## config.mk

```make
export PLATFORM = sky130hd
export DESIGN_NAME = wse_front
export DESIGN_NICKNAME = d
export VERILOG_FILES = /design/src/rtl/wse_pkg.sv /design/src/rtl/wse_front.sv
export SDC_FILE = /design/constraint.sdc
export NUM_CORES = 1
export LEC_CHECK = 0
export BUFFER_PORTS_ARGS = -buffer_cell sky130_fd_sc_hd__buf_2
export CAP_MARGIN = 0
export CORE_ASPECT_RATIO = 0.9
export CORE_MARGIN = 3
export CORE_UTILIZATION = 38
export DETAILED_ROUTE_END_ITERATION = 10
export SYNTH_ARGS = -nofsm -noshare
export SYNTH_HDL_FRONTEND = slang
export SYNTH_SLANG_ARGS = --single-unit
```

## constraint.sdc

```tcl
create_clock -name clk -period 5.5 [get_ports clk]
set_input_delay 0.825 -clock clk [delete_from_list [all_inputs] [get_ports clk]]
set_output_delay 0.825 -clock clk [all_outputs]
set_load 0.02 [all_outputs]
```

## src/rtl/wse_pkg.sv

```systemverilog
package wse_pkg;

	localparam int MAX_PROCESSES_DEF = 1024;

	// fixed field widths
	localparam int BURST_W   = 16;
	localparam int ARRIVAL_W = 24;
	localparam int PRIO_W    = 8;
	localparam int COUNT_W   = 11;
	localparam int MEANB_W   = 24;
	localparam int SDB_W     = 24;
	localparam int RATE_W    = 27;
	localparam int MEANP_W   = 16;
	localparam int SDP_W     = 16;
	localparam int RATIO_W   = 17;
	localparam int SPAN_W    = ARRIVAL_W + 1;
	localparam int IN_DATA_W  = 48;
	localparam int OUT_DATA_W = 184;

	// math unit operations
	localparam logic [1:0] OP_MUL  = 2'd0;
	localparam logic [1:0] OP_DIV  = 2'd1;
	localparam logic [1:0] OP_SQRT = 2'd2;

	typedef struct packed {
		logic mem_busy;  // back end is reading the stores
		logic take;      // back end takes the pending job this cycle
	} wse_back_stat_t;

endpackage

```

## src/rtl/wse_front.sv

```systemverilog
module wse_front #(
	parameter int MAXP = wse_pkg::MAX_PROCESSES_DEF,
	parameter int CW   = $clog2(MAXP + 1),
	parameter int ADW  = (MAXP > 1) ? $clog2(MAXP) : 1
) (
	input  logic                           clk,
	input  logic                           arst_n,
	input  logic                           s_tvalid,
	output logic                           s_tready,
	input  logic [wse_pkg::IN_DATA_W-1:0]  s_tdata,
	input  logic                           s_tlast,
	input  wse_pkg::wse_back_stat_t        stat,
	// store write port
	output logic                           wr_en,
	output logic [ADW-1:0]                 wr_addr,
	output logic [wse_pkg::BURST_W-1:0]    wr_burst,
	output logic [wse_pkg::PRIO_W-1:0]     wr_prio,
	// pending job
	output logic                           job_valid,
	output logic [CW-1:0]                  job_n,
	output logic [wse_pkg::BURST_W+CW-1:0] job_bt,
	output logic [wse_pkg::PRIO_W+CW-1:0]  job_pt,
	output logic [wse_pkg::BURST_W-1:0]    job_minb,
	output logic [wse_pkg::BURST_W-1:0]    job_maxb,
	output logic [wse_pkg::ARRIVAL_W-1:0]  job_early,
	output logic [wse_pkg::ARRIVAL_W-1:0]  job_late
);

	logic [CW-1:0]                  cnt_q;
	logic [wse_pkg::BURST_W+CW-1:0] bt_q;
	logic [wse_pkg::PRIO_W+CW-1:0]  pt_q;
	logic [wse_pkg::BURST_W-1:0]    minb_q, maxb_q;
	logic [wse_pkg::ARRIVAL_W-1:0]  early_q, late_q;
	logic                           job_valid_q;

	logic [wse_pkg::BURST_W-1:0]    burst;
	logic [wse_pkg::ARRIVAL_W-1:0]  arrival;
	logic [wse_pkg::PRIO_W-1:0]     prio;
	logic                           acc, upd;
	logic [CW-1:0]                  cnt_d;
	logic [wse_pkg::BURST_W+CW-1:0] bt_d;
	logic [wse_pkg::PRIO_W+CW-1:0]  pt_d;
	logic [wse_pkg::BURST_W-1:0]    minb_d, maxb_d;
	logic [wse_pkg::ARRIVAL_W-1:0]  early_d, late_d;

	assign burst   = s_tdata[15:0];
	assign arrival = s_tdata[39:16];
	assign prio    = s_tdata[47:40];

	assign s_tready = !job_valid_q && !stat.mem_busy;
	assign acc      = s_tvalid && s_tready;
	// records past a full store are dropped, their last flag still closes the set
	assign upd      = acc && (cnt_q != CW'(MAXP));

	always_comb begin
		cnt_d   = cnt_q;
		bt_d    = bt_q;
		pt_d    = pt_q;
		minb_d  = minb_q;
		maxb_d  = maxb_q;
		early_d = early_q;
		late_d  = late_q;
		if (upd) begin
			cnt_d   = cnt_q + 1'b1;
			bt_d    = bt_q + (wse_pkg::BURST_W+CW)'(burst);
			pt_d    = pt_q + (wse_pkg::PRIO_W+CW)'(prio);
			minb_d  = (burst < minb_q) ? burst : minb_q;
			maxb_d  = (burst > maxb_q) ? burst : maxb_q;
			early_d = (arrival < early_q) ? arrival : early_q;
			late_d  = (arrival > late_q) ? arrival : late_q;
		end
	end

	always_ff @(posedge clk or negedge arst_n) begin
		if (!arst_n) begin
			cnt_q       <= '0;
			bt_q        <= '0;
			pt_q        <= '0;
			minb_q      <= '1;
			maxb_q      <= '0;
			early_q     <= '1;
			late_q      <= '0;
			job_valid_q <= 1'b0;
		end else begin
			if (stat.take)
				job_valid_q <= 1'b0;
			if (acc && s_tlast) begin
				job_valid_q <= 1'b1;
				cnt_q       <= '0;
				bt_q        <= '0;
				pt_q        <= '0;
				minb_q      <= '1;
				maxb_q      <= '0;
				early_q     <= '1;
				late_q      <= '0;
			end else begin
				cnt_q   <= cnt_d;
				bt_q    <= bt_d;
				pt_q    <= pt_d;
				minb_q  <= minb_d;
				maxb_q  <= maxb_d;
				early_q <= early_d;
				late_q  <= late_d;
			end
		end
	end

	always_ff @(posedge clk) begin
		if (acc && s_tlast) begin
			job_n     <= cnt_d;
			job_bt    <= bt_d;
			job_pt    <= pt_d;
			job_minb  <= minb_d;
			job_maxb  <= maxb_d;
			job_early <= early_d;
			job_late  <= late_d;
		end
	end

	assign job_valid = job_valid_q;
	assign wr_en     = upd;
	assign wr_addr   = cnt_q[ADW-1:0];
	assign wr_burst  = burst;
	assign wr_prio   = prio;

endmodule

```

==> results.md <==
Status:
- The flow ran to the end, and the final reports show no timing, DRC or antenna violations.

Global route:
- The number of antenna violations at the first check in global routing was 0.
- The via count of the first global-routing pass is 10,800.
- Entering global routing, the biggest net connects 132 pins.
- The overall routing resource usage is 0.177.
- Summed over all layers, the global routing overflow is 0.
- The first global-routing pass estimated 60.4 mm of wire.

Power and ir drop:
- The clock share of power is 0.270.
- The analysis attributes to cell leakage a power of 8.05 nW.
- The internal power of the cells totals 5.03 mW.
- The part of the total power dissipated in combinational logic is 0.330.
- The reported net switching power is 2.53 mW.
- The maximum vdd ir drop is 0.198 mV.
- The relative contribution of sequential cells to total power is 0.400.
- In this run the power density over the cells is 431 mW/mm².
- The switching part of the total power is 0.335.
- The completed layout was analyzed and its total power is 7.56 mW.

Synthesis:
- The combined area of all synthesized cells is 0.0151 mm².
- The post-synthesis register bit count is 275.
- The number of different library cells used by synthesis comes to 62.
- The biggest area consumer among synthesized cells is sky130_fd_sc_hd__edfxtp_1.
- Counting flops with a built-in enable in the synthesized netlist gives 137.
- The proportion of synthesized chip area in sequential cells is 0.505.
- The yosys synthesis warning count is 0.
- For this run, asynchronously set or reset flops after synthesis account for 0.502.
- Among all flip-flop cells after synthesis, the most frequent one is sky130_fd_sc_hd__edfxtp_1.
- By area the synthesized netlist is led by sky130_fd_sc_hd__edfxtp_1 (27%), sky130_fd_sc_hd__dfrtp_1 (16%), sky130_fd_sc_hd__ha_1 (8.6%), sky130_fd_sc_hd__dfstp_2 (7.0%), sky130_fd_sc_hd__mux2i_1 (5.0%).
- The post-synthesis instance total is 1,348.
- The average cell area after synthesis is 11.2 µm².
- The post-synth net total is 1,508.
- The share of synthesized area in the top cell type comes to 0.273.

Finish:
- In the final layout, the share of cells above drive strength 1 is 0.264.
- The area growth from synthesis to layout is 16.2%.
- The antenna diode instance count is 0.
- At the end of the flow, the number of nets in the layout was 1,698.
- The library cell used most frequently in the layout, excluding fill and tap cells, is sky130_fd_sc_hd__buf_2.
- In the layout the commonest cells are sky130_fd_sc_hd__buf_2 (226), sky130_fd_sc_hd__nand2_1 (155), sky130_fd_sc_hd__edfxtp_1 (137).

STA:
- Measured against its own limit, the worst slew margin works out to 0.363.
- The count of endpoints failing hold in the final timing report came to 0.
- The worst clock skew is 0.0137 ns.
- Setup violations remaining at the end of the flow were counted as 0.
- The smallest clock period supported by the final layout is computed as 3.84 ns.
- The top achievable clock speed is 260 MHz.
- Setup repair after global routing left no endpoint under its margin.
- The count of pins over their slew limit is 0.
- Of the available clock period, the critical path in the final layout requires 0.698.
- The slew of the pin with the lowest slew margin is 0.956 ns.
- Adding up every negative setup slack in the final design gives 0 ns.

Detailed routing:
- The met3 wire length is 1.87 mm.
- Summing over every cut layer, the via total after detailed routing is 10,800.
- Wires add up to 37.8 mm.
- In the detailed route, the total length drawn on met2 is 17.4 mm.
- After the first detailed-routing iteration, the DRC count stood at 748.
- The highest metal layer carrying signal wires in the routed design is met4.
- The first detailed-routing pass took 5 iterations.
- The met1 layer wirelength in the final routing is 17.6 mm.
- The DRC violation count after routing is 0.
- The mean routed wirelength per cell is 18.1 µm.
- The detail route stage leaves a number of antenna-violating nets equal to 0.
- The post-detailed-route via-to-cell ratio is 5.19.

Setup path:
- Of all nets on the critical path, the largest fanout is 18.
- The cell that appears most often on the critical path is sky130_fd_sc_hd__buf_4.
- For the worst setup path, the data required time is 4.68 ns.
- The type of element capturing the critical path is a primary output.
- For this run, the slowest stage of the critical path takes 0.50 ns.
- The worst setup path is of the flip-flop to primary output kind.
- STA classifies the critical path startpoint as a flip-flop.
- The slowest stage of the critical path belongs to the cell sky130_fd_sc_hd__or4b_1.
- At the worst endpoint, the arrival time is 3.02 ns.
- Traced cell by cell, the critical path runs through inv_1 > ha_1 > or4b_1 > o41ai_4 > buf_4 > inv_2 > buf_4 > buf_2.

Placed design:
- Detailed placement finished with a half-perimeter wire length of 25.8 mm.
- Buffers placed on the I/O ports in this run total 227.
- The congestion estimate from routability-driven global placement came to 0.804.

Floorplan:
- The row count is 68.
- The vertical die dimension is 195 µm.
- The die is 216 µm wide.
- The die covers 0.0421 mm².
- For this design the top-level I/O count stands at 228.
- The core region area is 0.0388 mm².
- The starting density of the core is 0.389.

Clocking:
- The hold buffer count at CTS is 0.
- Counting along the longest clock path gives a buffer depth of 3.
- Buffers added to address setup during post-CTS repair amount to 0.
- The buffer type at the clock tree root is sky130_fd_sc_hd__clkbuf_16.
- The number of gates resized after CTS is 0.
- The later pin in the worst-skew pair is clocked with a latency of 0.58 ns.
- TritonCTS built the clock tree.
- The total number of H-tree levels is 1.
- The clock-pin slew of the registers on the worst-case setup and hold paths is 0.06 ns.
- The number of clock sinks seen by CTS is 275.
- Counting the buffers created by CTS gives 31.

Worst hold path:
- The worst hold path class is primary input to async pin.

Job:
- The tool flagged a number of max-cap violations equal to 0.
## worst max-delay path: cells and delay by family (launching register included)
family	cells	cell delay (ns)
buffers and inverters	5	1.12
DFF	1	0.44
and+or+nand+nor	1	0.50
AOI/OAI and AO/OA	1	0.22
adders and majority gates	1	0.15
## cell type report
cell class,instances,area [µm²]
Fill cell,3727,21300
Clock buffer,41,875
Timing Repair Buffer,244,1280
Sequential cell,275,7620
Clock inverter,17,125
Multi-Input combinational cell,889,6600
Tap cell,525,657
Inverter,97,372
## worst paths after layout
path	from	end	slack [ns]	cells after the start
worst max-delay path	cnt_q[0]	wr_en	1.66	8
worst min register to register	bt_q[14]	bt_q[14]	0.52	1
max in group asynchronous	arst_n	late_q[22]	3.94	2
min in group clk	stat[0]	job_valid	0.43	2
worst max register to register	job_valid	job_late[8]	2.18	7
worst min-delay path	arst_n	pt_q[18]	0.29	1
## Yosys cell counts, types with 5 or more instances
library cell                number
sky130_fd_sc_hd__nand2_1       156
sky130_fd_sc_hd__edfxtp_1      137
sky130_fd_sc_hd__ha_1          104
sky130_fd_sc_hd__dfrtp_1        98
sky130_fd_sc_hd__inv_1          96
sky130_fd_sc_hd__mux2i_1        75
sky130_fd_sc_hd__a21oi_1        62
sky130_fd_sc_hd__nor2_1         59
sky130_fd_sc_hd__a21o_1         45
sky130_fd_sc_hd__mux2_2         43
sky130_fd_sc_hd__dfstp_2        40
sky130_fd_sc_hd__buf_4          37
sky130_fd_sc_hd__o21ai_0        37
sky130_fd_sc_hd__and2_1         32
sky130_fd_sc_hd__clkbuf_1       32
sky130_fd_sc_hd__a31oi_1        27
sky130_fd_sc_hd__a211o_1        25
sky130_fd_sc_hd__nand4_1        25
sky130_fd_sc_hd__xor2_1         22
sky130_fd_sc_hd__nand3_1        20
sky130_fd_sc_hd__nand2b_1       17
sky130_fd_sc_hd__xnor2_1        16
sky130_fd_sc_hd__mux2_4         13
sky130_fd_sc_hd__o21a_1         13
sky130_fd_sc_hd__and3_1         10
sky130_fd_sc_hd__nor3_1         10
sky130_fd_sc_hd__buf_2           9
sky130_fd_sc_hd__buf_6           9
sky130_fd_sc_hd__o31ai_1         8
sky130_fd_sc_hd__nor2b_1         7
sky130_fd_sc_hd__o2111ai_1       6
sky130_fd_sc_hd__or3_1           6
sky130_fd_sc_hd__a31o_2          5
sky130_fd_sc_hd__or4_1           5
## power by group through the flow
stage	sequential (mW)	combinational, mW	clock [mW]
5_1_grt	3.08	2.83	2.18
2_1_floorplan	3.05	1.85	0
6_report	3.02	2.49	2.04
3_3_place_gp	3.05	2.41	0
3_5_place_dp	3.06	2.48	0
4_1_cts	3.02	2.50	2.10
## state kept, by name, indices dropped and copies added (netlist names)
| register | count |
|---|---|
| job_maxb | 16 |
| bt_q | 27 |
| job_minb | 16 |
| job_pt | 19 |
| job_n | 11 |
| job_early | 24 |
| job_valid | 1 |
| early_q | 24 |
| cnt_q | 11 |
| job_bt | 27 |
| late_q | 24 |
| job_late | 24 |
| maxb_q | 16 |
| pt_q | 19 |
| minb_q | 16 |
## per-layer routing
layer / up-vias / track usage
met5: - / 0
met4: 0 / 0.0489
met2: 246 / 0.284
li1: 5178 / -
met3: 55 / 0.0325
met1: 5354 / 0.248
## cell families (layout without fill, tap and decap cells)
group	Yosys count	after routing	synth area share
fa+ha+maj	106	106	0.0889
compound gates	257	257	0.117
simple gates	357	357	0.112
xor+xnor	38	38	0.0221
mux	131	131	0.0948
buf+inv	184	399	0.0602
flops	275	275	0.505
## stage by stage
step | utilization | instances | worst slack, ns | hold slack (ns) | cell area, µm²
6_report | 0.452 | 2088 | 1.66 | 0.286 | 17500
5_1_grt | 0.452 | 2088 | 1.47 | 0.356 | 17500
4_1_cts | 0.452 | 2088 | 1.60 | 0.355 | 17500
3_5_place_dp | 0.426 | 2030 | 1.65 | 0.506 | 16500
3_3_place_gp | 0.426 | 2030 | 1.71 | 0.503 | 16500
2_1_floorplan | - | 1348 | 1.50 | 0.483 | 15100
Power figures use the tool's default switching activity.
